**src/rtl/core/pgbs_pkg.sv**
```systemverilog
// Package for the point grid binning block: types, constants, opcodes.
// Used by the divider and the top level in rtl/core.
package pgbs_pkg;
   localparam int NUM_ROWS_DEF   = 64;
   localparam int NUM_COLS_DEF   = 128;
   localparam int COORD_BITS     = 20;
   localparam int DIFF_BITS      = COORD_BITS + 1;
   localparam int QUOT_BITS      = COORD_BITS + 1;
   localparam int SUM_BITS       = 37;
   localparam int CNT_BITS       = 16;

   localparam logic [15:0] RST_COL_WIDTH  = 16'd102;
   localparam logic [19:0] RST_LAT_ORIGIN = 20'd0;
   localparam logic [18:0] RST_MAX_RANGE  = 19'd307200;
   localparam logic [6:0]  RST_ROWS_USE   = 7'd64;
   localparam logic [7:0]  RST_COLS_USE   = 8'd128;

   typedef enum logic [1:0] {
      OP_WRITE_BOUND = 2'd0,
      OP_ADD_POINT   = 2'd1,
      OP_READ_CELL   = 2'd2,
      OP_CLEAR_CELL  = 2'd3
   } opcode_type;

   typedef enum logic [1:0] {
      ST_OK        = 2'd0,
      ST_RANGE     = 2'd1,
      ST_OUTSIDE   = 2'd2,
      ST_SATURATED = 2'd3
   } status_type;

   typedef enum logic [2:0] {
      CFG_COL_WIDTH  = 3'd0,
      CFG_LAT_ORIGIN = 3'd1,
      CFG_MAX_RANGE  = 3'd2,
      CFG_ROWS_USE   = 3'd3,
      CFG_COLS_USE   = 3'd4
   } cfg_index_type;

   typedef enum logic [3:0] {
      S_IDLE, S_CLEAR, S_SEARCH, S_DIVIDE, S_CHECK, S_READ, S_WAIT, S_UPDATE, S_OUT
   } state_type;

   // divider control
   typedef struct packed {
      logic                 start;
      logic [DIFF_BITS-1:0] dividend;
      logic [15:0]          divisor;
   } div_req_type;

   typedef struct packed {
      logic                 busy;
      logic                 done;
      logic [QUOT_BITS-1:0] quotient;
   } div_rsp_type;
endpackage

```
**src/rtl/core/pgbs_divider.sv**
```systemverilog
// Restoring divider, one quotient bit per cycle.
// Depends on pgbs_pkg.
module pgbs_divider (
   input  logic                  clock,
   input  logic                  reset,
   input  pgbs_pkg::div_req_type req,
   output pgbs_pkg::div_rsp_type rsp
);
   localparam int N = pgbs_pkg::DIFF_BITS;
   localparam int CW = $clog2(N + 1);

   logic [N-1:0]  quot_ff, quot_in;
   logic [16:0]   rem_ff, rem_in;
   logic [15:0]   dsr_ff, dsr_in;
   logic [CW-1:0] cnt_ff, cnt_in;
   logic          busy_ff, busy_in, done_ff, done_in;
   logic [16:0]   trial;

   always_comb begin
      quot_in = quot_ff;
      rem_in  = rem_ff;
      dsr_in  = dsr_ff;
      cnt_in  = cnt_ff;
      busy_in = busy_ff;
      done_in = 1'b0;
      trial   = {rem_ff[15:0], quot_ff[N-1]};
      if (req.start) begin
         quot_in = req.dividend;
         rem_in  = '0;
         dsr_in  = req.divisor;
         cnt_in  = CW'(N);
         busy_in = 1'b1;
      end else if (busy_ff) begin
         if ({rem_ff[15:0], quot_ff[N-1]} >= {1'b0, dsr_ff} || rem_ff[16] ||
             rem_ff[15]) begin
            rem_in = {rem_ff[15:0], quot_ff[N-1]} - {1'b0, dsr_ff};
            quot_in = {quot_ff[N-2:0], 1'b1};
         end else begin
            rem_in = trial;
            quot_in = {quot_ff[N-2:0], 1'b0};
         end
         cnt_in = cnt_ff - 1'b1;
         if (cnt_ff == CW'(1)) begin
            busy_in = 1'b0;
            done_in = 1'b1;
         end
      end
   end

   always_ff @(posedge clock) begin
      if (reset) begin
         busy_ff <= 1'b0;
         done_ff <= 1'b0;
         cnt_ff  <= '0;
      end else begin
         busy_ff <= busy_in;
         done_ff <= done_in;
         cnt_ff  <= cnt_in;
      end
      quot_ff <= quot_in;
      rem_ff  <= rem_in;
      dsr_ff  <= dsr_in;
   end

   assign rsp.busy     = busy_ff;
   assign rsp.done     = done_ff;
   assign rsp.quotient = quot_ff;
endmodule

```
**config.mk**
```make
export PLATFORM = sky130hd
export DESIGN_NAME = pgbs_divider
export DESIGN_NICKNAME = d
export VERILOG_FILES = /design/src/rtl/core/pgbs_pkg.sv /design/src/rtl/core/pgbs_divider.sv
export SDC_FILE = /design/constraint.sdc
export NUM_CORES = 1
export LEC_CHECK = 0
export BUFFER_PORTS_ARGS = -buffer_cell sky130_fd_sc_hd__buf_2
export CAP_MARGIN = 20
export CORE_MARGIN = 1.5
export CORE_UTILIZATION = 56
export CTS_CLUSTER_SIZE = 8
export DETAILED_ROUTE_END_ITERATION = 10
export PLACE_DENSITY_LB_ADDON = 0.1
export SKIP_LAST_GASP = 1
export SLEW_MARGIN = 40
export SYNTH_ARGS = -nofsm -noshare
export SYNTH_HDL_FRONTEND = slang
export SYNTH_SLANG_ARGS = --single-unit
```
**constraint.sdc**
```tcl
create_clock -name clock -period 3 [get_ports clock]
set_clock_uncertainty 0.15 [all_clocks]
set_input_delay 0.6 -clock clock [delete_from_list [all_inputs] [get_ports clock]]
set_output_delay 0.6 -clock clock [all_outputs]
set_load 0.005 [all_outputs]
```
Word-level counts from Yosys, hierarchy flattened
Index checks and enable logic that the tools add are counted.
- bits in latches: 0
- RAM bits: 0
- logic and storage cells: 27
- ROM bits: 0
- output and inout bits: 23
- memories: 0
- flip-flop bits (word level): 61
- $lt $le $gt $ge: 1
- add/sub/neg operators: 2
- shift-type cells: 0
- reductions and logical operators: 5
- muxes and demuxes: 10
- multipliers: 0
- bitwise operators: 1
- eq/ne operators: 1
- div/mod/pow operators: 0
- operators with widths (cell ; count):
    2-to-1 mux 21 bit ; 2
    >= comparator 17 x 16 -> 1 bit ; 1
    2-to-1 mux 17 bit ; 1
    subtractor 17 x 16 -> 17 bit ; 1
    2-to-1 mux 5 bit ; 2
    == test 5 x 1 -> 1 bit (second input constant) ; 1
    2-to-1 mux 1 bit ; 5
    subtractor 5 x 1 -> 5 bit (second input constant) ; 1
    OR reduction 3 bit ; 1
    logical OR 1 bit ; 2
    nonzero test 2 bit ; 1
    OR reduction 2 bit ; 1
    NOT 1 bit ; 1

Depth between registers and ports, before layout
Gate-level depths: netlist of run 1.
- depth in word-level cells: 6
- gate-level depth with buffers: 11
- gate-level depth less buffers: 9

Worst setup path after synthesis of run 1
OpenSTA, ideal clock, no wires.
- kind: register to register
- from: register dsr_ff[9]
- to: register rem_ff[10]
- path buffers: 3
- cell stages (with the launch flop): 12
- period minus slack after synthesis: 2524 ps
- data arrival time: 2245 ps
- data required time: 2721 ps
- slack: 476 ps
- path through: edfxtp_1 inv_1 ha_1 buf_2 and4_1 nand3_2 or4_4 and2_4 buf_6 buf_6 a32oi_1 o31ai_1
- longest elaborated chain between the ends: 4
- elaborated cells between the ends (all ways): 5
- classes of those cells: add/sub: 1; order compare: 1; mux: 1; reduce/logical: 2
- RTL lines (element ; line ; text):
    from (decl) ; pgbs_divider.sv:14 ; logic [15:0] dsr_ff, dsr_in;
    from (signal assigned) ; pgbs_divider.sv:62 ; dsr_ff <= dsr_in;
    >= comparator 17 x 16 -> 1 bit ; pgbs_divider.sv:34 ; if ({rem_ff[15:0], quot_ff[N-1]} >= {1'b0, dsr_ff} || rem_ff[16] ||
    logical OR 1 bit (2 in a row) ; pgbs_divider.sv:34 ;
    2-to-1 mux 17 bit (*) ; pgbs_divider.sv:34 ;
    to (signal assigned) ; pgbs_divider.sv:61 ; rem_ff <= rem_in;
    to (decl) ; pgbs_divider.sv:13 ; logic [16:0] rem_ff, rem_in;
Mark *: on every way between the ends. The rest lies on a longest branch, timed or not.
A chain may end at the register's enable or synchronous reset.

Final worst setup path of run 1
- from: register rem_ff[13]
- to: register quot_ff[0], data pin
- longest elaborated chain between the ends: 6
- RTL lines (element ; line ; text):
    >= comparator 17 x 16 -> 1 bit ; pgbs_divider.sv:34 ;
    logical OR 1 bit (2 in a row) ; pgbs_divider.sv:34 ;
    2-to-1 mux 1 bit ; pgbs_divider.sv:34 ;
    2-to-1 mux 21 bit ; pgbs_divider.sv:33 ; end else if (busy_ff) begin
    2-to-1 mux 21 bit ; pgbs_divider.sv:27 ; if (req.start) begin
    named net quot_in[0] ; pgbs_divider.sv:12 ; logic [N-1:0] quot_ff, quot_in;
    to (signal assigned) ; pgbs_divider.sv:60 ; quot_ff <= quot_in;
    to (decl) ; pgbs_divider.sv:12 ;
The timed path passes the listed nets, and every way through them passes these cells. The select of a mux whose other input is x is not followed.

==> impl_results.md, run 1 <==
- Setup TNS: 0 ns
- Yosys synthesis warning count: 0
- Hpwl dp: approximately 5700 um
- Multiplexer share of the synthesized area: 6.82%
- Global-route wire length before repair: ~13000 um
- Nets: 452
- Synth Cell Area: 3470 um^2
- CTS sink count: 61
- Worst reg2reg path depth: 6
- Core area: 5960 um^2
- Final Slew Violations: 0
- CTS tree: yes
- Final-report hold violation count: 0
- Xor-xnor portion of the synthesized cell area: 4.04%
- Main synth FF type: edfxtp_1
- WS Path Type: register to register
- Io pins: 63
- Crit Reg-Reg Startpoint: rem_ff[13]$_SDFFE_PP0P_
- Worst Path Max Fanout: 15
- Die ar.: 6670 um^2
- Avg WL per Cell: 16.6 um
- Yosys cell types: 59
- Share of layout cells above drive strength 1: 29.6%
- Die height: 81.7 um
- Asr flop ratio synth: 0%
- Via/cell ratio: 5.91
- Pwr per Cell Area: 529 nW/um^2
- Initial Utilization: 58.2%
- Reg2Reg Setup Slack: 0.24 ns
- WL final: 7860 um
- Hold crit path type: input port to register
- Critical path destination: quot_ff[0]$_DFFE_PP_
- Worst-case clock buffer depth: 2
- Antenna-violating nets left: 0
- Flop and latch count out of synthesis: 61
- CTS Hold Bufs: 0
- Synth area leaders: edfxtp_1, dfxtp_1, mux2_2
- ANT cells: 0
- Sequential share of the synthesized area: 45.9%
- Status: completed
- Post-CTS Setup Bufs: 0
- Port bufs: 62
- Fin crit share: 92.0%
- GRT Util Overall: approximately a quarter
- Synthesized area per cell: between 10 and 15 um^2
- R2r endpoint: quot_ff[0]$_DFFE_PP_
- Filler Cell Count: 471
- Crit path launch type: register
- FMAX: 362 MHz
- Number of global-route vias before repair: roughly 2700
- Clock-pin slew on the worst setup and hold paths: about 0.070 ns
- H-tree lvl count: 3
- Syn Inst Count: 330
- CP arrival: between 2 and 3 ns
- Data required, critical path: just under 3 ns
- Compound-gate portion of the synthesized area: 17.4%
- Clock Latency Late Sink: 0.35 ns
- First DRT Iteration DRCs: 175
- Slew @ Worst Pin: 0.682 ns
- DR pass1 iterations: 5
- Adder-Cell Fraction of Synth Area: 7.07%
- Min Hold Slack: about 0.26 ns
- Die width: between 80 and 90 um
- Core Rows: 28
- Area share of and/or/nand/nor cells after synthesis: a little over an eighth
- Setup violations, final: 0
- Final min period: 2.76 ns
- Slew headroom: 53.3%
- Largest net degree at the start of global routing: 27
- P_leak: 1.71 nW
- Worst Setup SP: rem_ff[13]$_SDFFE_PP0P_
- Post-CTS Resized: 0
- GRT overflow: 0
- Maximum vdd drop: around 0.32 mV
- Crit. End Element: register
- Max-cap viol count: 0
- GPL Wtd Cong: 0.908
- CTS buffer count: 9
- Post-synth EDFFs: 37
- Post-synth top area cell: edfxtp_1
- Synth Net Count: slightly below 400
- Initial antenna violation count: 0
- Via count: 2796
- DRC: 0
- RSZ-0062 raised after global routing: false
- Synth top area share: 32.0%
- Area Overhead vs Synth: 16.9%
- Root Driver: clkbuf_8
- Combinational family with the most area after synthesis: compound AO/OA/AOI/OAI gates
-- cell usage in the layout (no fill, tap or decap), types with 11 or more instances in the layout --
master	n
nand2_1	18
edfxtp_1	37
buf_2	62
nand3_1	12
xor2_1	11
inv_1	25
ha_1	18
dfxtp_1	24
mux2_2	21
nor2_1	25
-- Yosys cell counts, drive strengths merged, types with 8 or more instances --
master  count
edfxtp     37
nor2       26
inv        25
dfxtp      24
mux2       21
nand2      19
ha         18
nand3      13
o21ai      11
xor2       11
a21oi      10
buf        10
clkbuf      8
nand4       8
-- sequential cells by signal (all words and copies together), names as in the netlist --
| name | count |
|---|---|
| quot_ff | 21 |
| rem_ff | 17 |
| dsr_ff | 16 |
| cnt_ff | 5 |
| busy_ff | 1 |
| done_ff | 1 |
-- per-layer routing --
layer	global-route usage, %	up-vias	wire, um
met2	40.2	106	3590
li1	-	1357	-
met4	12.2	0	201
met3	6.00	22	654
met5	0	-	0
met1	34.0	1311	3420
-- power breakdown --
part | total, mW | internal, mW | switching (mW)
clock network | 0.806 | 0.459 | 0.347
logic | 0.341 | 0.153 | 0.188
registers | 0.996 | 0.960 | 0.0354
total | 2.14 | 1.57 | 0.570
-- metrics by stage --
stage	cells	total power, mW	setup WS, ns	utilization, %	instance area (um^2)
2_1_floorplan	330	1.23	0.476	-	3470
4_1_cts	473	2.15	0.254	68.1	4050
3_5_place_dp	457	1.35	0.266	64.4	3840
3_3_place_gp	457	1.34	0.346	64.4	3840
6_report	473	2.14	0.240	68.1	4050
5_1_grt	473	2.23	0.0299	68.1	4050
-- cell type report --
cell class	instances	area, um^2	share of cell area, %
Clock buffer	12	166	4.10
Clock inverter	4	51.3	1.27
Inverter	25	93.8	2.31
Multi-Input combinational cell	226	1690	41.6
Sequential cell	61	1590	39.3
Tap cell	75	93.8	2.31
Timing Repair Buffer	70	370	9.14
-- worst min path at each step --
stage | start | endpoint | slack, ns | depth (start not counted)
6_report | req[5] | dsr_ff[5]$_DFFE_PP_ | 0.26 | 1
3_5_place_dp | rem_ff[16]$_SDFFE_PP0P_ | rem_ff[16]$_SDFFE_PP0P_ | 0.29 | 2
5_1_grt | req[5] | dsr_ff[5]$_DFFE_PP_ | 0.26 | 1
3_3_place_gp | rem_ff[16]$_SDFFE_PP0P_ | rem_ff[16]$_SDFFE_PP0P_ | 0.30 | 2
4_1_cts | req[3] | dsr_ff[3]$_DFFE_PP_ | 0.26 | 1
2_1_floorplan | rem_ff[16]$_SDFFE_PP0P_ | rem_ff[16]$_SDFFE_PP0P_ | 0.27 | 2
-- critical path, stage by stage (launching register included) --
cell,delay (ns)
dfxtp_1,0.34
ha_1,0.40
a21o_1,0.23
a2111oi_0,0.64
and2_4,0.39
nand2_1,0.09
mux2_2,0.27
-- kinds of logic (layout without fill, tap and decap cells) --
| family | after synthesis | in the layout |
|---|---|---|
| xor+xnor | 16 | 16 |
| buf+inv | 43 | 111 |
| mux | 21 | 21 |
| fa+ha+maj | 19 | 19 |
| simple gates | 91 | 91 |
| compound gates | 79 | 79 |
| flops | 61 | 61 |
Power figures use the tool's default switching activity.
==> run 2, diff against run 1 <==
Settings changed: GPL_TIMING_DRIVEN from default to 0.
==> run 2 against run 1 <==
  * Sequential power about the same
  * Clock power decreased by 1%
  * Setup slack lost 0.14 ns
  * Critical endpoint is now rem_ff[0]$_SDFFE_PP0P_
  * Highest routed layer unchanged
==> impl_results.md, run 2 (synthesis gave the netlist of run 1 again) <==
- Max reg flops: 21 (unchanged)
- Port bufs: 62 (unchanged)
- Most frequent cells in the layout: buf_2, edfxtp_1, nor2_1
- Die width: 81.7 um (unchanged)
- GRT overflow: 0 (unchanged)
- Critical Path, Cell by Cell: inv_1 > ha_1 > a21o_1 > a2111oi_1 > nand2_2 > nor2_2 > o311ai_1
- Final-report hold violation count: 0 (unchanged)
- Pwr per Cell Area: 519 nW/um^2 (-1.8%)
- Slew headroom: 53.4% (+0.10 points)
- Die ar.: 6670 um^2 (unchanged)
- Setup TNS: 0 ns (unchanged)
- First DRT Iteration DRCs: 188 (+7.4%)
- Critical path destination: rem_ff[0]$_SDFFE_PP0P_
- Dpl cells: 467 (+2.2%)
- Root Driver: clkbuf_8
- Worst Setup SP: dsr_ff[14]$_DFFE_PP_
- Avg WL per Cell: 15.9 um (-4.1%)
- Hpwl dp: 5630 um (-0.38%)
- WL final: 7700 um (-2.0%)
- Io pins: 63 (unchanged)
- CTS tree: yes
- Setup violations, final: 0 (unchanged)
- Largest registers: quot_ff x21, rem_ff x17, dsr_ff x16
- Nets: 462 (+2.2%)
- Fin crit share: 96.7% (+4.7 points)
- Crit path launch type: register
- P_leak: 1.71 nW (-0.24%)
- Worst Path Max Fanout: 9 (-6)
- Status: completed
- Placed instance area: 3870 um^2 (+0.95%)
- Post-CTS Setup Bufs: 0 (unchanged)
- WP buf/inv: 1 (+1)
- Via/cell ratio: 5.88 (-0.46%)
- Core Rows: 28 (unchanged)
- DRC: 0 (unchanged)
- Slew @ Worst Pin: 0.697 ns (+0.0144 ns)
- Crit Reg-Reg Startpoint: dsr_ff[14]$_DFFE_PP_
- Initial Utilization: 58.2% (unchanged)
- Maximum vdd drop: 0.510 mV (+60%)
- GRT Util Overall: 24.5% (-1.4 points)
- Worst reg2reg path depth: 7 (+1)
- Die height: 81.7 um (unchanged)
- Worst-case clock buffer depth: 2 (unchanged)
- Largest net degree at the start of global routing: 22 (-19%)
- Slowest CP cell: a2111oi_1
- WS Path Type: register to register
- Final Slew Violations: 0 (unchanged)
- Max-cap viol count: 0 (unchanged)
- Global-route wire length before repair: 12000 um (-5.0%)
- Final min period: 2.90 ns (+0.141 ns)
- Area Overhead vs Synth: 17.8%
- Place WS: -0.0843 ns (-0.350 ns)
- Most common cell after layout, fill and taps aside: buf_2
- Family with the most delay on the worst path: compound AO/OA/AOI/OAI gates
- Data required, critical path: 3.05 ns (+0.09 ns)
- CTS sink count: 61 (unchanged)
- R2r endpoint: rem_ff[0]$_SDFFE_PP0P_
- Clock-pin slew on the worst setup and hold paths: 0.07 ns (about the same)
- Share of layout cells above drive strength 1: 28.4% (-1.2 points)
- Post-CTS Resized: 0 (unchanged)
- CTS buffer count: 9 (unchanged)
- CTS Hold Bufs: 0 (unchanged)
- Clock Latency Late Sink: 0.35 ns (about the same)
- Hold crit path type: input port to register
- FMAX: 345 MHz (-4.8%)
- DR pass1 iterations: 4 (-1)
- CP max stage delay: 0.68 ns (+0.04 ns)
- Reg2Reg Setup Slack: 0.1 ns (-0.14 ns)
- ANT cells: 0 (unchanged)
- Crit. End Element: register
- GPL Wtd Cong: 0.903 (-0.57%)
- Core area: 5960 um^2 (unchanged)
- Antenna-violating nets left: 0 (unchanged)
- CP arrival: 2.95 ns (+0.23 ns)
- Initial antenna violation count: 0 (unchanged)
- Number of global-route vias before repair: 2578 (-3.3%)
- Post-route design area: 4080 um^2 (+0.74%)
- Largest Register: quot_ff
- Non-Filler Instances: 483 (+2.1%)
- Via count: 2842 (+1.6%)
- Final WS setup: 0.0990 ns (-0.141 ns)
- CP Depth: 7 (+1)
- H-tree lvl count: 3 (unchanged)
[run 2: changes by cell type in the layout (fill, tap and decap cells not counted), sizes merged]
cell,change
buf,+2
bufinv,+1
clkbuf,+8
clkinv,+1
clkinvlp,+1
inv,-3
[run 2: worst min-delay path by stage]
stage | startpoint | end | slack (ns) | cells after the start
finish | req[4] | dsr_ff[4]$_DFFE_PP_ | 0.27 | 1
global placement | rem_ff[16]$_SDFFE_PP0P_ | rem_ff[16]$_SDFFE_PP0P_ | 0.29 | 2
CTS | req[4] | dsr_ff[4]$_DFFE_PP_ | 0.27 | 1
detailed placement | rem_ff[16]$_SDFFE_PP0P_ | rem_ff[16]$_SDFFE_PP0P_ | 0.30 | 2
floorplan | rem_ff[16]$_SDFFE_PP0P_ | rem_ff[16]$_SDFFE_PP0P_ | 0.27 | 2
global route | req[5] | dsr_ff[5]$_DFFE_PP_ | 0.27 | 1
[run 2: layout make-up]
| class | instances | area (um^2) |
|---|---|---|
| Buffer | 18 | 95.1 |
| Clock buffer | 12 | 135 |
| Clock inverter | 4 | 72.6 |
| Fill cell | 454 | 1870 |
| Inverter | 25 | 97.6 |
| Multi-Input combinational cell | 226 | 1690 |
| Sequential cell | 61 | 1590 |
| Tap cell | 75 | 93.8 |
| Timing Repair Buffer | 62 | 310 |
[run 2: metal layers]
layer,share of wire [%],vias to the layer above,track usage [%]
li1,-,1382,-
met4,1.4,0,9.49
met2,47,91,38.8
met3,6.6,16,5.78
met1,45,1353,32.4
met5,0,-,0
[run 2: report_power, final]
group	leakage (nW)	switching (mW)	internal (mW)
combinational	1.04	0.183	0.150
clock	0.102	0.326	0.468
sequential	0.564	0.0319	0.961
[run 2: per-stage QoR]
| step | hold slack (ns) | power [mW] | util [%] |
|---|---|---|---|
| 5_1_grt | 0.267 | 2.20 | 68.6 |
| 3_3_place_gp | 0.288 | 1.33 | 65.0 |
| 3_5_place_dp | 0.297 | 1.34 | 65.0 |
| 6_report | 0.269 | 2.12 | 68.6 |
| 4_1_cts | 0.271 | 2.12 | 68.5 |
| 2_1_floorplan | 0.271 | 1.23 | - |
